## src/design/lcc_pkg.sv

```systemverilog
// Package with the shared types and codes of the line crossing counter.
package lcc_pkg;

    localparam int CFG_INDEX_W = 4;
    localparam int CFG_DATA_W  = 12;
    localparam int COORD_W     = 12;
    localparam int CENT_W      = 16;
    localparam int ID_W        = 8;
    localparam int OUT_COUNT_W = 32;

    localparam logic [CFG_INDEX_W-1:0] REG_LINE_START_X = 4'd0;
    localparam logic [CFG_INDEX_W-1:0] REG_LINE_START_Y = 4'd1;
    localparam logic [CFG_INDEX_W-1:0] REG_LINE_END_X   = 4'd2;
    localparam logic [CFG_INDEX_W-1:0] REG_LINE_END_Y   = 4'd3;

    localparam logic [1:0] CROSS_NONE   = 2'd0;
    localparam logic [1:0] CROSS_A_TO_B = 2'd1;
    localparam logic [1:0] CROSS_B_TO_A = 2'd2;

    typedef enum logic [1:0] {
        SIDE_NONE = 2'd0,
        SIDE_A    = 2'd1,
        SIDE_B    = 2'd2
    } side_t;

    typedef enum logic {
        ST_CLEAR = 1'b0,
        ST_RUN   = 1'b1
    } ctrl_state_t;

    typedef struct packed {
        logic [ID_W-1:0]   track_id;
        logic              track_inactive;
        logic [CENT_W-1:0] centroid_x;
        logic [CENT_W-1:0] centroid_y;
    } track_report_t;

    typedef struct packed {
        logic [1:0]             crossing;
        logic [OUT_COUNT_W-1:0] count_a_to_b;
        logic [OUT_COUNT_W-1:0] count_b_to_a;
    } crossing_result_t;

    typedef struct packed {
        logic  inactive;
        side_t side;
    } track_info_t;

endpackage

```

## src/design/lcc_ram.sv

```systemverilog
// Generic single-clock RAM with one write port and one registered read port.
module lcc_ram #(
    parameter int WIDTH = 2,
    parameter int DEPTH = 256
) (
    input  logic                     clk,
    input  logic                     we,
    input  logic [$clog2(DEPTH)-1:0] waddr,
    input  logic [WIDTH-1:0]         wdata,
    input  logic                     re,
    input  logic [$clog2(DEPTH)-1:0] raddr,
    output logic [WIDTH-1:0]         rdata
);

    logic [WIDTH-1:0] mem [DEPTH];
    logic [WIDTH-1:0] rdata_reg;

    always_ff @(posedge clk)
    begin
        if (we)
        begin
            mem[waddr] <= wdata;
        end
        if (re)
        begin
            rdata_reg <= mem[raddr];
        end
    end

    assign rdata = rdata_reg;

endmodule

```

## src/design/lcc_line_cfg.sv

```systemverilog
// Counting line registers and the side classification of a centroid.
module lcc_line_cfg (
    input  logic                              clk,
    input  logic                              rst_n,
    input  logic                              cfg_we,
    input  logic [lcc_pkg::CFG_INDEX_W-1:0]   cfg_index,
    input  logic [lcc_pkg::CFG_DATA_W-1:0]    cfg_data,
    input  logic [lcc_pkg::CENT_W-1:0]        centroid_x,
    input  logic [lcc_pkg::CENT_W-1:0]        centroid_y,
    output lcc_pkg::side_t                    side
);

    logic [lcc_pkg::COORD_W-1:0] start_x_reg;
    logic [lcc_pkg::COORD_W-1:0] start_y_reg;
    logic [lcc_pkg::COORD_W-1:0] end_x_reg;
    logic [lcc_pkg::COORD_W-1:0] end_y_reg;
    logic [lcc_pkg::COORD_W-1:0] adx;
    logic [lcc_pkg::COORD_W-1:0] ady;
    logic [lcc_pkg::CENT_W-1:0]  x0;
    logic [lcc_pkg::CENT_W-1:0]  y0;

    always_ff @(posedge clk or negedge rst_n)
    begin
        if (!rst_n)
        begin
            start_x_reg <= '0;
            start_y_reg <= '0;
            end_x_reg   <= '0;
            end_y_reg   <= '0;
        end
        else if (cfg_we)
        begin
            case (cfg_index)
                lcc_pkg::REG_LINE_START_X: start_x_reg <= cfg_data;
                lcc_pkg::REG_LINE_START_Y: start_y_reg <= cfg_data;
                lcc_pkg::REG_LINE_END_X:   end_x_reg   <= cfg_data;
                lcc_pkg::REG_LINE_END_Y:   end_y_reg   <= cfg_data;
                default:
                begin
                end
            endcase
        end
    end

    always_comb
    begin
        adx = (start_x_reg > end_x_reg) ? start_x_reg - end_x_reg : end_x_reg - start_x_reg;
        ady = (start_y_reg > end_y_reg) ? start_y_reg - end_y_reg : end_y_reg - start_y_reg;
        x0  = {start_x_reg, 4'b0000};
        y0  = {start_y_reg, 4'b0000};
        side = lcc_pkg::SIDE_NONE;
        if (adx < ady)
        begin
            if (centroid_x < x0)
            begin
                side = lcc_pkg::SIDE_A;
            end
            else if (centroid_x > x0)
            begin
                side = lcc_pkg::SIDE_B;
            end
        end
        else if (adx > ady)
        begin
            if (centroid_y > y0)
            begin
                side = lcc_pkg::SIDE_A;
            end
            else if (centroid_y < y0)
            begin
                side = lcc_pkg::SIDE_B;
            end
        end
    end

endmodule

```

## src/design/lcc_update.sv

```systemverilog
// Read-modify-write stage of the side table with forwarding, counters and result register.
module lcc_update #(
    parameter int ADDR_W      = 8,
    parameter int COUNT_WIDTH = 32
) (
    input  logic                       clk,
    input  logic                       rst_n,
    input  logic                       accept,
    input  logic [ADDR_W-1:0]          acc_slot,
    input  lcc_pkg::track_info_t       acc_info,
    input  logic [1:0]                 rd_data,
    output logic                       wr_en,
    output logic [ADDR_W-1:0]          wr_addr,
    output logic [1:0]                 wr_data,
    output logic                       done,
    output lcc_pkg::crossing_result_t  result
);

    logic                      s1_valid_reg;
    logic [ADDR_W-1:0]         s1_slot_reg;
    lcc_pkg::track_info_t      s1_info_reg;
    logic                      fwd_hit_reg;
    logic [1:0]                fwd_data_reg;
    logic [COUNT_WIDTH-1:0]    a_to_b_reg;
    logic [COUNT_WIDTH-1:0]    a_to_b_next;
    logic [COUNT_WIDTH-1:0]    b_to_a_reg;
    logic [COUNT_WIDTH-1:0]    b_to_a_next;
    logic                      done_reg;
    lcc_pkg::crossing_result_t result_reg;
    logic [1:0]                old_side;
    logic [1:0]                new_side;
    logic [1:0]                cross_code;

    always_comb
    begin
        old_side    = fwd_hit_reg ? fwd_data_reg : rd_data;
        new_side    = old_side;
        cross_code  = lcc_pkg::CROSS_NONE;
        a_to_b_next = a_to_b_reg;
        b_to_a_next = b_to_a_reg;
        if (s1_info_reg.inactive)
        begin
            new_side = lcc_pkg::SIDE_NONE;
        end
        else if (old_side != lcc_pkg::SIDE_NONE)
        begin
            if (old_side != s1_info_reg.side)
            begin
                new_side = lcc_pkg::SIDE_NONE;
                if (old_side == lcc_pkg::SIDE_A && s1_info_reg.side == lcc_pkg::SIDE_B)
                begin
                    cross_code  = lcc_pkg::CROSS_A_TO_B;
                    a_to_b_next = a_to_b_reg + 1'b1;
                end
                else if (old_side == lcc_pkg::SIDE_B && s1_info_reg.side == lcc_pkg::SIDE_A)
                begin
                    cross_code  = lcc_pkg::CROSS_B_TO_A;
                    b_to_a_next = b_to_a_reg + 1'b1;
                end
            end
        end
        else
        begin
            new_side = s1_info_reg.side;
        end
    end

    assign wr_en   = s1_valid_reg;
    assign wr_addr = s1_slot_reg;
    assign wr_data = new_side;

    always_ff @(posedge clk or negedge rst_n)
    begin
        if (!rst_n)
        begin
            s1_valid_reg <= 1'b0;
            fwd_hit_reg  <= 1'b0;
            a_to_b_reg   <= '0;
            b_to_a_reg   <= '0;
            done_reg     <= 1'b0;
        end
        else
        begin
            s1_valid_reg <= accept;
            fwd_hit_reg  <= accept && s1_valid_reg && (s1_slot_reg == acc_slot);
            done_reg     <= s1_valid_reg;
            if (s1_valid_reg)
            begin
                a_to_b_reg <= a_to_b_next;
                b_to_a_reg <= b_to_a_next;
            end
        end
    end

    always_ff @(posedge clk)
    begin
        if (accept)
        begin
            s1_slot_reg  <= acc_slot;
            s1_info_reg  <= acc_info;
            fwd_data_reg <= new_side;
        end
        if (s1_valid_reg)
        begin
            result_reg.crossing     <= cross_code;
            result_reg.count_a_to_b <= lcc_pkg::OUT_COUNT_W'(a_to_b_next);
            result_reg.count_b_to_a <= lcc_pkg::OUT_COUNT_W'(b_to_a_next);
        end
    end

    assign done   = done_reg;
    assign result = result_reg;

endmodule

```

## src/design/line_crossing_counter.sv

```systemverilog
// Top level of the line crossing counter.
//
// Track reports enter on start/report and are taken at a rising edge where start is high
// and busy is low. Each report gives exactly one result word on result, marked by done
// for exactly one cycle; the receiver cannot stall, so a result is never held.
// A taken report is registered in the s1 stage and the side table read register, and its
// result and done are then registered in the result and done registers.
// Throughput: one report per cycle while busy is low; the side table read is registered,
// and a write from the report just ahead to the same slot is forwarded into the next one.
// Reset clears the line registers and both counters, then a clearing pass writes every
// side table entry, one per cycle, from 0 to MAX_TRACKS-1; busy is high during that pass.
// The counting line registers are written through cfg_valid/cfg_ready, cfg_index and
// cfg_data; cfg_ready is always high, and writes belong in times with no report in flight.
// The side table is one RAM with a registered read port.
module line_crossing_counter #(
    parameter int MAX_TRACKS  = 256,
    parameter int COUNT_WIDTH = 32
) (
    input  logic                             clk,
    input  logic                             rst_n,
    input  logic                             start,
    output logic                             busy,
    input  lcc_pkg::track_report_t           report,
    output logic                             done,
    output lcc_pkg::crossing_result_t        result,
    input  logic                             cfg_valid,
    output logic                             cfg_ready,
    input  logic [lcc_pkg::CFG_INDEX_W-1:0]  cfg_index,
    input  logic [lcc_pkg::CFG_DATA_W-1:0]   cfg_data
);

    localparam int ADDR_W = $clog2(MAX_TRACKS);
    localparam int RECIP  = (65536 + MAX_TRACKS - 1) / MAX_TRACKS;

    lcc_pkg::ctrl_state_t state_reg;
    lcc_pkg::ctrl_state_t state_next;
    logic [ADDR_W-1:0]    clr_addr_reg;
    logic [ADDR_W-1:0]    clr_addr_next;
    logic                 clr_we;
    logic                 clr_last;
    logic                 accept;
    logic [24:0]          id_prod;
    logic [8:0]           id_quot;
    logic [23:0]          id_rem;
    logic [ADDR_W-1:0]    slot;
    lcc_pkg::side_t       cur_side;
    lcc_pkg::track_info_t acc_info;
    logic                 upd_we;
    logic [ADDR_W-1:0]    upd_addr;
    logic [1:0]           upd_data;
    logic                 ram_we;
    logic [ADDR_W-1:0]    ram_waddr;
    logic [1:0]           ram_wdata;
    logic [1:0]           ram_rdata;

    // The id is reduced modulo the table depth by a reciprocal multiply.
    always_comb
    begin
        id_prod = 25'(report.track_id) * 25'(RECIP);
        id_quot = id_prod[24:16];
        id_rem  = 24'(report.track_id) - 24'(24'(id_quot) * 24'(MAX_TRACKS));
        slot    = id_rem[ADDR_W-1:0];
    end

    assign clr_last = (clr_addr_reg == ADDR_W'(MAX_TRACKS - 1));

    always_comb
    begin
        state_next    = state_reg;
        clr_addr_next = clr_addr_reg;
        case (state_reg)
            lcc_pkg::ST_CLEAR:
            begin
                clr_addr_next = clr_addr_reg + 1'b1;
                if (clr_last)
                begin
                    state_next = lcc_pkg::ST_RUN;
                end
            end
            lcc_pkg::ST_RUN:
            begin
                state_next = lcc_pkg::ST_RUN;
            end
            default:
            begin
                state_next = lcc_pkg::ST_CLEAR;
            end
        endcase
    end

    always_comb
    begin
        case (state_reg)
            lcc_pkg::ST_CLEAR:
            begin
                busy   = 1'b1;
                clr_we = 1'b1;
            end
            lcc_pkg::ST_RUN:
            begin
                busy   = 1'b0;
                clr_we = 1'b0;
            end
            default:
            begin
                busy   = 1'b1;
                clr_we = 1'b0;
            end
        endcase
    end

    always_ff @(posedge clk or negedge rst_n)
    begin
        if (!rst_n)
        begin
            state_reg    <= lcc_pkg::ST_CLEAR;
            clr_addr_reg <= '0;
        end
        else
        begin
            state_reg    <= state_next;
            clr_addr_reg <= clr_addr_next;
        end
    end

    assign accept    = start && !busy;
    assign cfg_ready = 1'b1;

    lcc_line_cfg u_line_cfg (
        .clk        (clk),
        .rst_n      (rst_n),
        .cfg_we     (cfg_valid && cfg_ready),
        .cfg_index  (cfg_index),
        .cfg_data   (cfg_data),
        .centroid_x (report.centroid_x),
        .centroid_y (report.centroid_y),
        .side       (cur_side)
    );

    assign acc_info.inactive = report.track_inactive;
    assign acc_info.side     = cur_side;

    assign ram_we    = clr_we || upd_we;
    assign ram_waddr = clr_we ? clr_addr_reg : upd_addr;
    assign ram_wdata = clr_we ? lcc_pkg::SIDE_NONE : upd_data;

    lcc_ram #(
        .WIDTH (2),
        .DEPTH (MAX_TRACKS)
    ) u_side_ram (
        .clk   (clk),
        .we    (ram_we),
        .waddr (ram_waddr),
        .wdata (ram_wdata),
        .re    (accept),
        .raddr (slot),
        .rdata (ram_rdata)
    );

    lcc_update #(
        .ADDR_W      (ADDR_W),
        .COUNT_WIDTH (COUNT_WIDTH)
    ) u_update (
        .clk      (clk),
        .rst_n    (rst_n),
        .accept   (accept),
        .acc_slot (slot),
        .acc_info (acc_info),
        .rd_data  (ram_rdata),
        .wr_en    (upd_we),
        .wr_addr  (upd_addr),
        .wr_data  (upd_data),
        .done     (done),
        .result   (result)
    );

endmodule
```

## config.mk

```make
export PLATFORM = sky130hd
export DESIGN_NAME = line_crossing_counter
export DESIGN_NICKNAME = d
export VERILOG_FILES = /design/src/design/lcc_pkg.sv /design/src/design/lcc_ram.sv /design/src/design/lcc_line_cfg.sv /design/src/design/lcc_update.sv /design/src/design/line_crossing_counter.sv
export SDC_FILE = /design/constraint.sdc
export NUM_CORES = 1
export LEC_CHECK = 0
export BUFFER_PORTS_ARGS = -buffer_cell sky130_fd_sc_hd__buf_2
export CELL_PAD_IN_SITES_DETAIL_PLACEMENT = 2
export CELL_PAD_IN_SITES_GLOBAL_PLACEMENT = 2
export CORE_ASPECT_RATIO = 1.4
export CORE_MARGIN = 8
export CORE_UTILIZATION = 45
export DETAILED_ROUTE_END_ITERATION = 7
export PLACE_DENSITY_LB_ADDON = 0.1
export RECOVER_POWER = 25
export SLEW_MARGIN = 20
export SYNTH_ARGS = -nofsm -noshare
export SYNTH_HDL_FRONTEND = slang
export SYNTH_SLANG_ARGS = --single-unit
```

## constraint.sdc

```tcl
create_clock -name clk -period 5.8 [get_ports clk]
set_input_delay 0.87 -clock clk [delete_from_list [all_inputs] [get_ports clk]]
set_output_delay 0.87 -clock clk [all_outputs]
set_load 0.005 [all_outputs]
```

==> impl_metrics.tcl <==
set metrics [dict create \
    grt_usage 0.2283 \
    power_mw 12.42 \
    intPower_mw 9.164 \
    chipWidth_um 242.6 \
    start_kind "input pin" \
    synth_top_area_cell "edfxtp_1" \
    dr.pass1.iters 4 \
    maxCapViolCount 8 \
    grt_max_degree 257 \
    netlist_area_mm2 0.03235 \
    worstPathRequired_ns 6.13 \
    hp-class "input pin to asynchronous set/reset pin" \
    drive_above_1_share 0.1671 \
    place_hpwl_um 60120 \
    synth_seq_cells 717 \
    fmaxAchievable_mhz 195.4 \
    rows 116 \
    crit_chain "clkbuf_2 > buf_4 > mux4_2 > mux4_2 > a22oi_1 > nand2_1 > a211oi_1 > a21oi_1" \
    largest_reg_flops 512 \
    rsz0062_at_grt "false" \
    crit_type "input pin to register" \
    maxSlewHeadroom -1.250 \
    yosys_warnings 0 \
    initial_core_util 0.4530 \
    grt_pass1_wl_um 140400 \
    clk_path_buf_depth 3 \
    p_seq_frac 0.456 \
    ios 130 \
    cts_tree "built" \
    end_kind "register" \
    dp_slack_ns 0.7357 \
    yosys-top-cells-count "edfxtp_1 (593), nor2_1 (323), mux4_2 (160)" \
    io_buffers 128 \
    power_frac_clock 0.379 \
    yosysMostFrequentCell "edfxtp_1" \
    gp_congestion 0.8216 \
    p_leak_nw 11.21 \
    max_stage_delay_ns 1.93 \
    synth.area.top_cells "edfxtp_1 (55%), mux4_2 (11%), dfrtp_1 (9.6%)" \
    ys_types 71 \
    drcViolationCount 0 \
    hold_viol_final 0 \
    syn2layout_area_growth_pct 12.11 \
    switching_power_mw 3.260 \
    ys_seq_area_frac 0.6463 \
    grt-ovfl-total 0 \
    violations "capacitance limit, slew limit" \
    status "complete, but fails checks" \
    async_reset_ff_frac 0.1729 \
    timing.final.crit_share 0.8824 \
    synth_ff_type "edfxtp_1" \
    ir_worst_vdd_mv 0.2562 \
    worst_pin_slew_ns 3.374 \
    worst_slack_ns 0.6824 \
    dieArea_mm2 0.08085 \
    layout.nets 2468 \
    vias 19040 \
    clk_latency_ns 0.62 \
    drv_slew 377 \
    synth_top_area_frac 0.5504 \
    drt_iter0_drc 1145 \
    grt_pass1_vias 21860 \
    post_cts_buffers 0 \
    whs_ns 0.3028 \
    cp.arrival_ns 5.44 \
    clk_pin_slew_ns 0.06 \
    path_delay_family "buffers and inverters" \
    routed_wl_um 92420 \
    path_buf_inv 2 \
    finalSetupViolCount 0 \
    setup_tns_ns 0 \
    crit_path_frequent_cell "mux4_2" \
    finalClockSkew_ns 0.01901 \
    cts_resized 0 \
    syn_area_per_cell_um2 14.74 \
    root_buffer "clkbuf_16" \
    coreArea_mm2 0.07141 \
    htree_levels 3 \
    syn_inst 2195 \
    cts_sinks 717 \
    ctsHoldBuffers 0 \
    wire_per_inst_um 27.83 \
    antenna_found_initial 3 \
    power_frac_comb 0.165 \
    power.density_mw_per_mm2 342.5 \
    syn_nets 2345 \
    min_period_ns 5.118 \
    ant_nets 0 \
    switching_share 0.2624 \
    numCtsBuffers 73 \
    synth-edff-count 593 \
    path_max_fanout 65 \
    die_h_um 333.3 \
    critPathSlowestCell "clkbuf_2" \
    vias_per_cell 5.734 \
]
==> per-layer routing <==
metal | wire (um) | GRT usage
met1 | 35830 | 0.2673
met2 | 50200 | 0.4251
met3 | 3839 | 0.03584
met4 | 2533 | 0.07216
met5 | 23 | 0
==> cell usage in the layout, fill, tap and decap left out, types with 12 or more instances in the layout <==
master / instances
nand4_1: 25
buf_2: 73
a22oi_1: 12
mux2_2: 26
mux4_2: 160
edfxtp_1: 593
nand3_1: 53
clkinv_1: 13
a21o_1: 20
o21ai_0: 46
ha_1: 85
nand2_1: 144
clkbuf_1: 84
xor2_1: 56
nor3_1: 13
inv_1: 79
clkbuf_16: 77
nor2_1: 323
a21oi_1: 56
xnor2_1: 103
nor2b_1: 15
buf_4: 24
and3_1: 18
dfrtp_1: 124
mux2i_1: 14
==> final cells by class <==
class,count,area [um^2]
diodes,1,2.502
clock buffers,104,2038
clock inverters,29,287.8
fillers,6667,35140
inverters,80,300.3
multi-input cells,1286,10700
flip-flops and latches,717,20910
well taps,944,1181
repair buffers,160,847.1
==> power groups by stage <==
| stage | Combinational (mW) | Sequential, mW | Clock (mW) |
|---|---|---|---|
| floorplan | 1.48 | 5.75 | 0 |
| global placement | 1.98 | 5.75 | 0 |
| detailed placement | 2.06 | 5.77 | 0 |
| CTS | 2.08 | 5.66 | 4.82 |
| global route | 2.30 | 5.67 | 4.98 |
| finish | 2.05 | 5.66 | 4.71 |
==> final timing paths <==
kind,to,from,slack (ns),cells after the start
min,u_line_cfg.end_x_reg[10],rst_n,0.30,1
max in group asynchronous,u_update.b_to_a_reg[19],rst_n,2.47,2
max,u_side_ram.rdata[0],report[33],0.68,8
min reg2reg,u_update.b_to_a_reg[31],u_update.b_to_a_reg[31],0.50,1
min in group clk,u_update.s1_info_reg[2],report[32],0.43,1
max reg2reg,u_update.s1_info_reg[1],u_line_cfg.start_x_reg[0],0.69,18
==> cells by family (layout without fill, tap and decap cells) <==
logic type               Yosys count  count (layout)  synth area share
adder cells (fa/ha/maj)           89              89           0.03535
other                              1               2         0.0001159
flip-flops                       717             717            0.6463
multiplexers                     203             203            0.1259
XOR/XNOR                         159             159           0.04305
buffers and inverters            192             373           0.02297
AND/OR/NAND/NOR                  639             639           0.08783
AO/OA/AOI/OAI                    195             195           0.03841
==> through the flow <==
step           cells  instance area [um^2]    util
2_1_floorplan   2195                 32350       -
3_3_place_gp    3186                 34040  0.4766
3_5_place_dp    3186                 34040  0.4766
4_1_cts         3319                 36360  0.5092
5_1_grt         3320                 36270  0.5079
6_report        3321                 36270  0.5079
Note: power is estimated with default switching activity, not from simulation.
